### config.mk
export PLATFORM = sky130hd
export DESIGN_NAME = cp2d_ctrl
export DESIGN_NICKNAME = d
export VERILOG_FILES = /design/src/rtl/cp2d_pkg.sv /design/src/rtl/cp2d_ctrl.sv
export SDC_FILE = /design/constraint.sdc
export NUM_CORES = 1
export LEC_CHECK = 0
export BUFFER_PORTS_ARGS = -buffer_cell sky130_fd_sc_hd__clkbuf_2
export CELL_PAD_IN_SITES_DETAIL_PLACEMENT = 0
export CELL_PAD_IN_SITES_GLOBAL_PLACEMENT = 2
export CORE_MARGIN = 2
export CORE_UTILIZATION = 20
export DETAILED_ROUTE_END_ITERATION = 8
export PLACE_DENSITY = 0.85
export SYNTH_ARGS = -nofsm -noshare
export SYNTH_HDL_FRONTEND = slang
export SYNTH_SLANG_ARGS = --single-unit
### constraint.sdc
create_clock -name clk_i -period 2.1 [get_ports clk_i]
set_input_delay 0.21 -clock clk_i [delete_from_list [all_inputs] [get_ports clk_i]]
set_output_delay 0.21 -clock clk_i [all_outputs]
set_load 0.01 [all_outputs]
### src/rtl/cp2d_pkg.sv
`timescale 1ns / 1ps
// ----------------------------------------------------------------------------
// cp2d_pkg
// Shared types and constants for the closest pair search block.
// ----------------------------------------------------------------------------
package cp2d_pkg;

  localparam int unsigned CoordInW      = 16;
  localparam int unsigned IndexOutW     = 10;
  localparam int unsigned DistOutW      = 17;
  localparam int unsigned MaxPointsDef  = 1024;
  localparam int unsigned CoordBitsDef  = 16;

  typedef enum logic [2:0] {
    ST_LOAD,
    ST_SETUP,
    ST_FETCH_I,
    ST_FETCH_J,
    ST_DRAIN,
    ST_SQRT,
    ST_RESULT
  } cp2d_state_e;

  typedef struct packed {
    logic store;
    logic init_scan;
    logic fetch_i;
    logic fetch_j;
    logic next_i;
    logic sqrt_start;
    logic clear;
  } cp2d_cmd_t;

  typedef struct packed {
    logic few;
    logic j_end;
    logic i_end;
    logic pipe_empty;
    logic sqrt_done;
  } cp2d_status_t;

endpackage

### src/rtl/cp2d_ctrl.sv
`timescale 1ns / 1ps
// ----------------------------------------------------------------------------
// cp2d_ctrl
// Sequencer for point loading, the pairwise scan, square root and output.
// ----------------------------------------------------------------------------
module cp2d_ctrl (
  input  logic                   clk_i,
  input  logic                   rst_ni,
  input  logic                   in_valid_i,
  output logic                   in_stall_o,
  input  logic                   last_point_i,
  output logic                   out_valid_o,
  input  logic                   out_stall_i,
  output cp2d_pkg::cp2d_cmd_t    cmd_o,
  input  cp2d_pkg::cp2d_status_t status_i
);

  import cp2d_pkg::*;

  cp2d_state_e state_q, state_d;

  always_ff @(posedge clk_i or negedge rst_ni) begin
    if (!rst_ni) begin
      state_q <= ST_LOAD;
    end else begin
      state_q <= state_d;
    end
  end

  always_comb begin
    state_d     = state_q;
    cmd_o       = '0;
    in_stall_o  = 1'b1;
    out_valid_o = 1'b0;
    unique case (state_q)
      ST_LOAD: begin
        in_stall_o = 1'b0;
        if (in_valid_i) begin
          cmd_o.store = 1'b1;
          if (last_point_i) begin
            state_d = ST_SETUP;
          end
        end
      end
      ST_SETUP: begin
        if (status_i.few) begin
          state_d = ST_RESULT;
        end else begin
          cmd_o.init_scan = 1'b1;
          state_d         = ST_FETCH_I;
        end
      end
      ST_FETCH_I: begin
        cmd_o.fetch_i = 1'b1;
        state_d       = ST_FETCH_J;
      end
      ST_FETCH_J: begin
        cmd_o.fetch_j = 1'b1;
        if (status_i.j_end) begin
          if (status_i.i_end) begin
            state_d = ST_DRAIN;
          end else begin
            cmd_o.next_i = 1'b1;
            state_d      = ST_FETCH_I;
          end
        end
      end
      ST_DRAIN: begin
        if (status_i.pipe_empty) begin
          cmd_o.sqrt_start = 1'b1;
          state_d          = ST_SQRT;
        end
      end
      ST_SQRT: begin
        if (status_i.sqrt_done) begin
          state_d = ST_RESULT;
        end
      end
      ST_RESULT: begin
        out_valid_o = 1'b1;
        if (!out_stall_i) begin
          cmd_o.clear = 1'b1;
          state_d     = ST_LOAD;
        end
      end
      default: begin
        state_d = ST_LOAD;
      end
    endcase
  end

endmodule

; Word-level counts from Yosys, hierarchy flattened
; Index checks and enable logic that the tools add are counted.
[totals]
reg_bits = 3
in_bits = 10
[op_classes]
eq_ne = 12
n_mux = 23
n_reduce_logical = 2
[ops]
columns = op, n
row1 = 3-bit two-way mux, 8
row2 = 3-bit case mux with 7 select lines, 1
row3 = 1-bit two-way mux, 13
row4 = 2-bit inequality test (second input constant), 6
row5 = 3-bit == test (second input constant), 3
row6 = 3-bit by 2-bit == test with 1-bit output (second input constant), 2
row7 = 6-bit AND reduction, 1
row8 = 3-bit by 1-bit == test with 1-bit output (second input constant), 1
row9 = 3-bit logical NOT, 1
row10 = 2-bit two-way mux, 1

; Logic depth before layout (Yosys ltp)
; Gate-level depths: netlist of the first run.
[depth]
ltp_word = 3
mapped_depth = 4

; Worst setup path before layout of the first run
; Ideal clock, no wire load.
[synth_timing]
path_kind = flip-flop to output port
start = reg state_q[1]
end = out cmd_o[6] (netlist name)
arrival_time_ns = 1.027
setup_slack_ns = 0.863
stages_incl_launch_ff = 4
n_path_buf = 1
path_cell_list = dfrtp_1 buf_6 or3_4 nor2_2
[synth_rtl]
columns = element, line_no
row1 = "start, declared", cp2d_ctrl.sv:20  ; cp2d_state_e state_q, state_d;
row2 = "start signal, assigned", cp2d_ctrl.sv:26  ; state_q <= state_d;
row3 = "end, declared", cp2d_ctrl.sv:14  ; output cp2d_pkg::cp2d_cmd_t cmd_o,

==> results of run 1 <==
cell usage after synthesis:
| cell | n |
|---|---|
| and3b_1 | 1 |
| nand2b_1 | 3 |
| o211ai_1 | 1 |
| buf_6 | 2 |
| dfrtp_1 | 3 |
| inv_1 | 4 |
| or2b_1 | 1 |
| o21ai_0 | 2 |
| and3_1 | 1 |
| nor2_2 | 1 |
| a21oi_1 | 2 |
| a22o_1 | 1 |
| nand2_1 | 3 |
| o221ai_1 | 1 |
| o2bb2ai_1 | 1 |
| nor4b_1 | 1 |
| nor2_1 | 5 |
| buf_2 | 1 |
| o31a_1 | 1 |
| nor3_1 | 1 |
| or3_4 | 1 |
metal layers:
metal	global-route usage (%)	wire length [um]	up-vias
met3	0	30	2
met4	5.81	8	0
met5	0	0	-
met1	8.75	294	142
met2	11.3	322	7
li1	-	-	166
power by group through the flow:
stage / combinational, mW / clock [mW] / sequential, mW
finish: 0.254 / 0.100 / 0.166
global route: 0.283 / 0.110 / 0.178
CTS: 0.258 / 0.101 / 0.166
detailed placement: 0.256 / 0 / 0.167
global placement: 0.258 / 0 / 0.169
floorplan: 0.273 / 0 / 0.104
what timing repair did:
item | in CTS | in global routing
hold endpoints to repair | 3 | 0
setup buffers | 0 | 0
hold buffers | 1 | 0
endpoints found under the setup margin | 0 | 0
cell type report:
| class | instances | area (um^2) | area share, % |
|---|---|---|---|
| Sequential cell | 3 | 75.1 | 18.8 |
| Tap cell | 15 | 18.8 | 4.69 |
| Timing Repair Buffer | 19 | 100 | 25.0 |
| Clock buffer | 4 | 26.3 | 6.56 |
| Inverter | 4 | 15.0 | 3.75 |
| Multi-Input combinational cell | 27 | 165 | 41.2 |
worst max-delay path, stage by stage, from the launching register on:
cell	delay, ns
dfrtp_1	0.49
or3_4	0.42
nor2_2	0.08
clkbuf_2	0.13
final timing paths:
check | to | slack [ns] | depth (start not counted)
max in group asynchronous | state_q[1] | 1.68 | 2
min in group clk_i | state_q[2] | 0.35 | 3
worst max-delay path | cmd_o[6] | 0.55 | 3
worst max register to register | state_q[0] | 0.90 | 3
worst min-delay path | state_q[2] | 0.31 | 2
worst min register to register | state_q[1] | 0.67 | 1
cells by family (layout without fill, tap and decap cells):
kind of cell / Yosys count / in the layout / synth area share [%]
flip-flops: 3 / 3 / 26.5
AND/OR/NAND/NOR: 18 / 18 / 36.3
buffers and inverters: 7 / 27 / 15.0
AO/OA/AOI/OAI: 9 / 9 / 22.1
metrics by stage:
step,utilization (%),instance area [um^2]
final,30.4,400
after floorplan,-,283
after detailed placement,27.6,364
after global placement,27.6,364
after CTS,30.4,400
after global routing,30.4,400
==> metrics.txt, run 1 <==
commonest cells after routing, fill and taps aside=clkbuf_2, nor2_1, inv_1; # fillers=155; path type of the worst setup path=reg2out; largest net degree at the start of global routing=13; Final #Nets=68; pre-CTS WS=0.788 ns; DIE WIDTH=41.6 um; Placeable Area=1320 um^2; Pre-Repair DR Iteration Count=4; Synth Warn #=0; max reg flops=3; first-pass GRT wire length=972 um; final cell count without fillers=72; sw power=0.229 mW; total negative slack=0 ns; layout cells sized above 1=40.4%; DRT antenna net count=0; final hold viol count=0; vias post-DR=317; Remaining DRCs=0; final count of negative-setup-slack endpoints=0; clock latency on the worst-skew pair=0.23 ns; Crit path arrival time=1.34 ns; placer congestion estimate=0.695; Max-slew headroom=78.0%; Final Skew=0.000394 ns; hpwl dp=516 um; initial cell density of the core=21.5%; total global routing overflow=0; Power Total=0.521 mW; Post-Syn Instances=37; Critical Path RT=1.89 ns; logic gate share of total power=48.7%; worst hold path type=in2async; maximum clock frequency=0.646 GHz; DIE AREA=1730 um^2; most common cell after layout, fill and taps aside=clkbuf_2; VDD IR max=0.334 mV; max-slew violations=0; Power per Cell Area=1300 nW/um^2; sequential area share after synthesis=26.5%; Clock transition at path regs=0.04 ns; io pins=19; vias in the first global route=260; mean routed wirelength per cell=9.10 um; htree depth=1; Clock Tree Buf Depth=2; Post-CTS Resized=0; worst slew pin tran=0.330 ns; initial antenna violation count=0; Die Ht=41.6 um; vias per cell=4.40; switching fraction of total power=44.1%; Hold WS=0.309 ns; Area Growth Syn to Fin=41.6%; crit-path max FO=12; Routed WL=655 um; ranking of synthesized cells by area=dfrtp_1, buf_6, nand2b_1, nor2_1, inv_1; area fraction of the dominant cell type after synthesis=26.5%; Yosys cell types=21; status=completed; Cell Rows=13; Yosys top cell by area=dfrtp_1; max-cap viol count=0; P_int=0.291 mW; Inst Count DP=67; Mapped Nets=47; Reg-to-Reg Start=state_q[2]; Worst Setup SP=state_q[1]; Avg Cell Area, Syn=7.64 um^2; largest registers=state_q: 3 flops; gr usage total=7.01%; Min Clock Period, post-route=1.55 ns; initial drt markers=2; Pleak=0.213 nW; port buffer count=18; CTS root buf=clkbuf_4; synthesized flop and latch total=3; number of CTS-inserted buffers=3; crit end category=output port; unrepaired setup endpoints after global routing=false; number of diodes=0; Setup WS post-layout=0.552 ns; Critical Path Start Type=flop; Netlist Area Pre-Place=283 um^2; Top reg by flops=state_q; CTS Sinks=3; sequential share of power=32.0%; clock tree from TritonCTS=yes; Clock power frac=19.3%; period utilisation layout=73.7%
No activity file was read; power rests on OpenSTA's default activity.
==> inputs of run 2 (changes only) <==
--- a/config.mk
+++ b/config.mk
@@ -9,9 +9,9 @@
 export CELL_PAD_IN_SITES_DETAIL_PLACEMENT = 0
 export CELL_PAD_IN_SITES_GLOBAL_PLACEMENT = 2
 export CORE_MARGIN = 2
-export CORE_UTILIZATION = 20
+export CORE_UTILIZATION = 18
 export DETAILED_ROUTE_END_ITERATION = 8
-export PLACE_DENSITY = 0.85
+export PLACE_DENSITY = 0.78
 export SYNTH_ARGS = -nofsm -noshare
 export SYNTH_HDL_FRONTEND = slang
 export SYNTH_SLANG_ARGS = --single-unit
==> constraint.sdc (replaced) <==
create_clock -name clk_i -period 1.5 [get_ports clk_i]
set_input_delay 0.15 -clock clk_i [delete_from_list [all_inputs] [get_ports clk_i]]
set_output_delay 0.15 -clock clk_i [all_outputs]
set_load 0.01 [all_outputs]
==> metrics.txt, run 2 (synthesis results as in run 1) <==
Power per Cell Area=1940 nW/um^2 (was 1300 nW/um^2); number of CTS-inserted buffers=3 (unchanged); gr usage total=7.25% (was 7.01%); unrepaired setup endpoints after global routing=false (unchanged); status=completed (unchanged); vias in the first global route=258 (was 260); Hold WS=0.245 ns (was 0.309 ns); vias per cell=4.26 (was 4.40); Min Clock Period, post-route=1.42 ns; Max-slew headroom=83.7% (was 78.0%); io pins=19 (unchanged); DIE WIDTH=43.6 um (was 41.6 um); CTS root buf=clkbuf_4 (unchanged); largest net degree at the start of global routing=13 (unchanged); placer congestion estimate=0.662 (was 0.695); first-pass GRT wire length=1.03 mm (was 972 um); register area=78.8 um^2 (was 75.1 um^2); Final #Nets=73 (was 68); Top reg by flops=state_q (unchanged); total negative slack=0 ns (unchanged); clock tree from TritonCTS=yes (unchanged); Cell Rows=14 (was 13); DIE AREA=1900 um^2 (was 1730 um^2); Routed WL=693 um (was 655 um); Pleak=0.239 nW (was 0.213 nW); period utilisation layout=94.9%; final hold viol count=0 (unchanged); max-slew violations=0 (unchanged); Power Total=0.882 mW (was 0.521 mW); hpwl dp=526 um (was 516 um); maximum clock frequency=0.703 GHz; Inst Count DP=68 (was 67); Crit path arrival time=1.27 ns (was 1.34 ns); clock latency on the worst-skew pair=0.23 ns (about the same); vias post-DR=332 (was 317); Critical Path Start Type=flop (unchanged); number of diodes=0 (unchanged); worst hold path type=in2async (unchanged); crit-path max FO=9 (was 12); CTS Sinks=3 (unchanged); largest registers=state_q: 3 flops (unchanged); commonest cells after routing, fill and taps aside=clkbuf_2, nor2_1, inv_1, buf_4 (was clkbuf_2, nor2_1, inv_1); VDD IR max=0.469 mV (was 0.334 mV); port buffer count=18 (unchanged); Final Skew=0.00176 ns (was 0.000394 ns); total global routing overflow=0 (unchanged); final core occ=30.6% (was 30.4%); area occupied by multi-input gates=165 um^2 (unchanged); initial drt markers=2 (unchanged); Clock Tree Buf Depth=2 (unchanged); max-cap viol count=0 (unchanged); Pre-Repair DR Iteration Count=3 (was 4); Placeable Area=1490 um^2 (was 1320 um^2); mean routed wirelength per cell=8.88 um (was 9.10 um); crit end category=output port (unchanged); # fillers=165 (was 155); DRT antenna net count=0 (unchanged); layout cells sized above 1=50.0% (was 40.4%); htree depth=1 (unchanged); path type of the worst setup path=reg2out (unchanged); final cell count without fillers=78 (was 72); max reg flops=3 (unchanged); initial antenna violation count=0 (unchanged); most common cell after layout, fill and taps aside=clkbuf_2 (unchanged); initial cell density of the core=19.0% (was 21.5%); worst slew pin tran=0.241 ns (was 0.330 ns); Die Ht=43.6 um (was 41.6 um); Clock transition at path regs=0.03 ns (was 0.04 ns); Area Growth Syn to Fin=61.1% (was 41.6%); Critical Path RT=1.35 ns (was 1.89 ns); final count of negative-setup-slack endpoints=0 (unchanged); Remaining DRCs=0 (unchanged)
run 2: cell types whose count changed in the layout (fill, tap and decap cells not counted):
cell / change
dfrtp_2: +3
dfrtp_1: -3
buf_12: +1
buf_4: +4
run 2: final timing paths:
| path | from | end | slack [ns] | depth (start not counted) |
|---|---|---|---|---|
| max | state_q[1] | cmd_o[6] | 0.08 | 3 |
| min | rst_ni | state_q[0] | 0.25 | 2 |
| max reg2reg | state_q[2] | state_q[0] | 0.35 | 3 |
| min reg2reg | state_q[0] | state_q[2] | 0.64 | 2 |
| max in group asynchronous | rst_ni | state_q[2] | 1.13 | 2 |
| min in group clk_i | status_i[4] | state_q[2] | 0.28 | 3 |
run 2: cell type report:
type | instances | share of cell area (%)
flip-flops and latches | 3 | 17.3
well taps | 16 | 4.40
inverters | 4 | 3.30
clock buffers | 4 | 5.77
multi-input cells | 27 | 36.3
repair buffers | 24 | 33.0
run 2: layer usage:
metal  routed length [um]  GRT usage [%]
met2                  327           10.6
met1                  325           9.44
met4                   17           5.45
met3                   22           1.25
met5                    0              0
run 2: stage by stage:
| step | cell area [um^2] | setup WS (ns) |
|---|---|---|
| after floorplan | 283 | 0.323 |
| after global placement | 365 | 0.235 |
| after detailed placement | 365 | 0.234 |
| after CTS | 404 | 0.00482 |
| after global routing | 455 | 0.00811 |
| final | 455 | 0.0770 |
run 2: repair_timing:
action	4_1_cts	5_1_grt
endpoints found under the setup margin	1	3
hold buffers	1	0
hold endpoints to repair	3	0
gates resized for setup	2	1
buffers inserted	0	5
run 2: worst max-delay path, cell delays in order, from the launching register on:
cell and delay (ns):
dfrtp_2 0.44, or3_4 0.39, nor2_2 0.08, clkbuf_2 0.13
run 2: where the power goes:
part	internal (mW)	total, mW	switching, mW
combinational	0.300	0.531	0.231
clock	0.0996	0.140	0.0405
sequential	0.132	0.211	0.0787
==> inputs of run 3 (changes only) <==
--- a/config.mk
+++ b/config.mk
@@ -6,12 +6,14 @@
 export NUM_CORES = 1
 export LEC_CHECK = 0
 export BUFFER_PORTS_ARGS = -buffer_cell sky130_fd_sc_hd__clkbuf_2
+export CAP_MARGIN = 25
 export CELL_PAD_IN_SITES_DETAIL_PLACEMENT = 0
 export CELL_PAD_IN_SITES_GLOBAL_PLACEMENT = 2
 export CORE_MARGIN = 2
 export CORE_UTILIZATION = 18
 export DETAILED_ROUTE_END_ITERATION = 8
 export PLACE_DENSITY = 0.78
+export REMOVE_ABC_BUFFERS = 1
 export SYNTH_ARGS = -nofsm -noshare
 export SYNTH_HDL_FRONTEND = slang
 export SYNTH_SLANG_ARGS = --single-unit
==> metrics.txt, run 3 (synthesis results as in run 1) <==
status=completed (unchanged); Critical Path RT=1.35 ns (about the same); initial cell density of the core=19.0% (unchanged); Inst Count DP=68 (unchanged); routed metal-1 wire length=271 um (was 325 um); vias per cell=4.21 (was 4.26); DIE WIDTH=43.6 um (unchanged); initial drt markers=3 (was 2); layout cells sized above 1=45.6% (was 50.0%); vias in the first global route=273 (was 258); top layer used by detailed routing=met3 (was met4); CP bufs+invs=1 (unchanged); Max-slew headroom=83.4% (was 83.7%); gr usage total=6.65% (was 7.25%); vias post-DR=307 (was 332); setup bufs post-CTS=0 (unchanged); Hold WS=0.243 ns (was 0.245 ns); met2 wire length=330 um (was 327 um); clock tree from TritonCTS=yes (unchanged); Pleak=0.211 nW (was 0.239 nW); period utilisation layout=96.1% (was 94.9%); final core occ=27.2% (was 30.6%); Min Clock Period, post-route=1.44 ns (was 1.42 ns); Cell Rows=14 (unchanged); CTS Sinks=3 (unchanged); Die Ht=43.6 um (unchanged); largest registers=state_q: 3 flops (unchanged); first-pass GRT wire length=931 um (was 1.03 mm); Area Growth Syn to Fin=43.4% (was 61.1%); Clock Tree Buf Depth=2 (unchanged); maximum clock frequency=0.693 GHz (was 0.703 GHz); Max stage delay cell, worst path=dfrtp_2 (unchanged); worst hold path type=in2async (unchanged); largest net degree at the start of global routing=13 (unchanged); # fillers=164 (was 165); worst slew pin tran=0.246 ns (was 0.241 ns); commonest cells after routing, fill and taps aside=clkbuf_2, nor2_1, inv_1 (was clkbuf_2, nor2_1, inv_1, buf_4); Power Total=0.731 mW (was 0.882 mW); io pins=19 (unchanged); Power per Cell Area=1800 nW/um^2 (was 1940 nW/um^2); Top reg by flops=state_q (unchanged); placer congestion estimate=0.675 (was 0.662); crit end category=output port (unchanged); unrepaired setup endpoints after global routing=true (was false); Final Skew=0.00148 ns (was 0.00176 ns); VDD IR max=0.738 mV (was 0.469 mV); hpwl dp=495 um (was 526 um); Clock transition at path regs=0.04 ns (was 0.03 ns); Placeable Area=1490 um^2 (unchanged); clock latency on the worst-skew pair=0.23 ns (about the same); initial antenna violation count=0 (unchanged); max-cap viol count=0 (unchanged); max-slew violations=0 (unchanged); CP delay by family, top=flip-flops (was simple AND/OR/NAND/NOR gates); number of CTS-inserted buffers=3 (unchanged); htree depth=1 (unchanged); Critical Path, Cell by Cell=or3_4 > nor2_2 > buf_2 (was or3_4 > nor2_2 > clkbuf_2); port buffer count=18 (unchanged); DIE AREA=1900 um^2 (unchanged); DRT antenna net count=0 (unchanged); WL met3=26 um (was 22 um); final hold viol count=0 (unchanged); Final #Nets=68 (was 73); max reg flops=3 (unchanged); most common cell after layout, fill and taps aside=clkbuf_2 (unchanged); Crit path arrival time=1.29 ns (was 1.27 ns); Routed WL=628 um (was 693 um); final count of negative-setup-slack endpoints=0 (unchanged); Pre-Repair DR Iteration Count=2 (was 3); crit-path max FO=12 (was 9); final cell count without fillers=73 (was 78); CTS root buf=clkbuf_4 (unchanged); path type of the worst setup path=reg2out (unchanged); mean routed wirelength per cell=8.60 um (was 8.88 um); total global routing overflow=0 (unchanged); Remaining DRCs=0 (unchanged); Critical Path Start Type=flop (unchanged); CP max stage delay=0.47 ns (was 0.44 ns); number of diodes=0 (unchanged)
[run 3: cell count changes in the layout (fill, tap and decap cells not counted), sizes merged]
cell | before | now
buf | 5 | 1
clkbuf | 22 | 21
[run 3: path summary, 6_finish.rpt]
check	start	endpoint	slack [ns]	cells after the start
worst max-delay path	state_q[1]	cmd_o[6]	0.06	3
worst min-delay path	rst_ni	state_q[1]	0.24	2
worst max register to register	state_q[2]	state_q[0]	0.39	3
worst min register to register	state_q[0]	state_q[1]	0.59	1
max in group asynchronous	rst_ni	state_q[0]	1.14	2
min in group clk_i	status_i[4]	state_q[2]	0.28	3
[run 3: through the flow]
stage                     area, um^2  setup WS, ns  setup TNS, ns
after floorplan                  255         0.351              0
after global placement           365         0.244              0
after detailed placement         365         0.249              0
after CTS                        403       0.00251              0
after global routing             405       -0.0131        -0.0131
final                            405        0.0578              0
[run 3: area by class of cell]
| cell class | instances | area (um^2) | share of cell area, % |
|---|---|---|---|
| Tap cell | 16 | 20.0 | 4.94 |
| Sequential cell | 3 | 78.8 | 19.4 |
| Multi-Input combinational cell | 27 | 165 | 40.7 |
| Clock buffer | 4 | 26.3 | 6.48 |
| Inverter | 4 | 15.0 | 3.70 |
| Timing Repair Buffer | 19 | 100 | 24.7 |
[run 3: per-layer routing]
metal	vias up	track usage (%)
met1	134	6.11
met2	6	11.5
met3	0	2.50
met4	0	5.45
met5	-	0
li1	167	-
[run 3: report_power, final]
group	switching [mW]	internal [mW]	total, mW
Clock	0.0395	0.0995	0.139
Combinational	0.166	0.186	0.352
Sequential	0.107	0.132	0.239
[run 3: repair_timing]
| action | in CTS | in global routing |
|---|---|---|
| pin swaps | 0 | 0 |
| setup endpoints to repair | 1 | 2 |
| hold buffers | 1 | 0 |
| endpoints found under the hold margin | 3 | 0 |
| resized for setup | 1 | 3 |
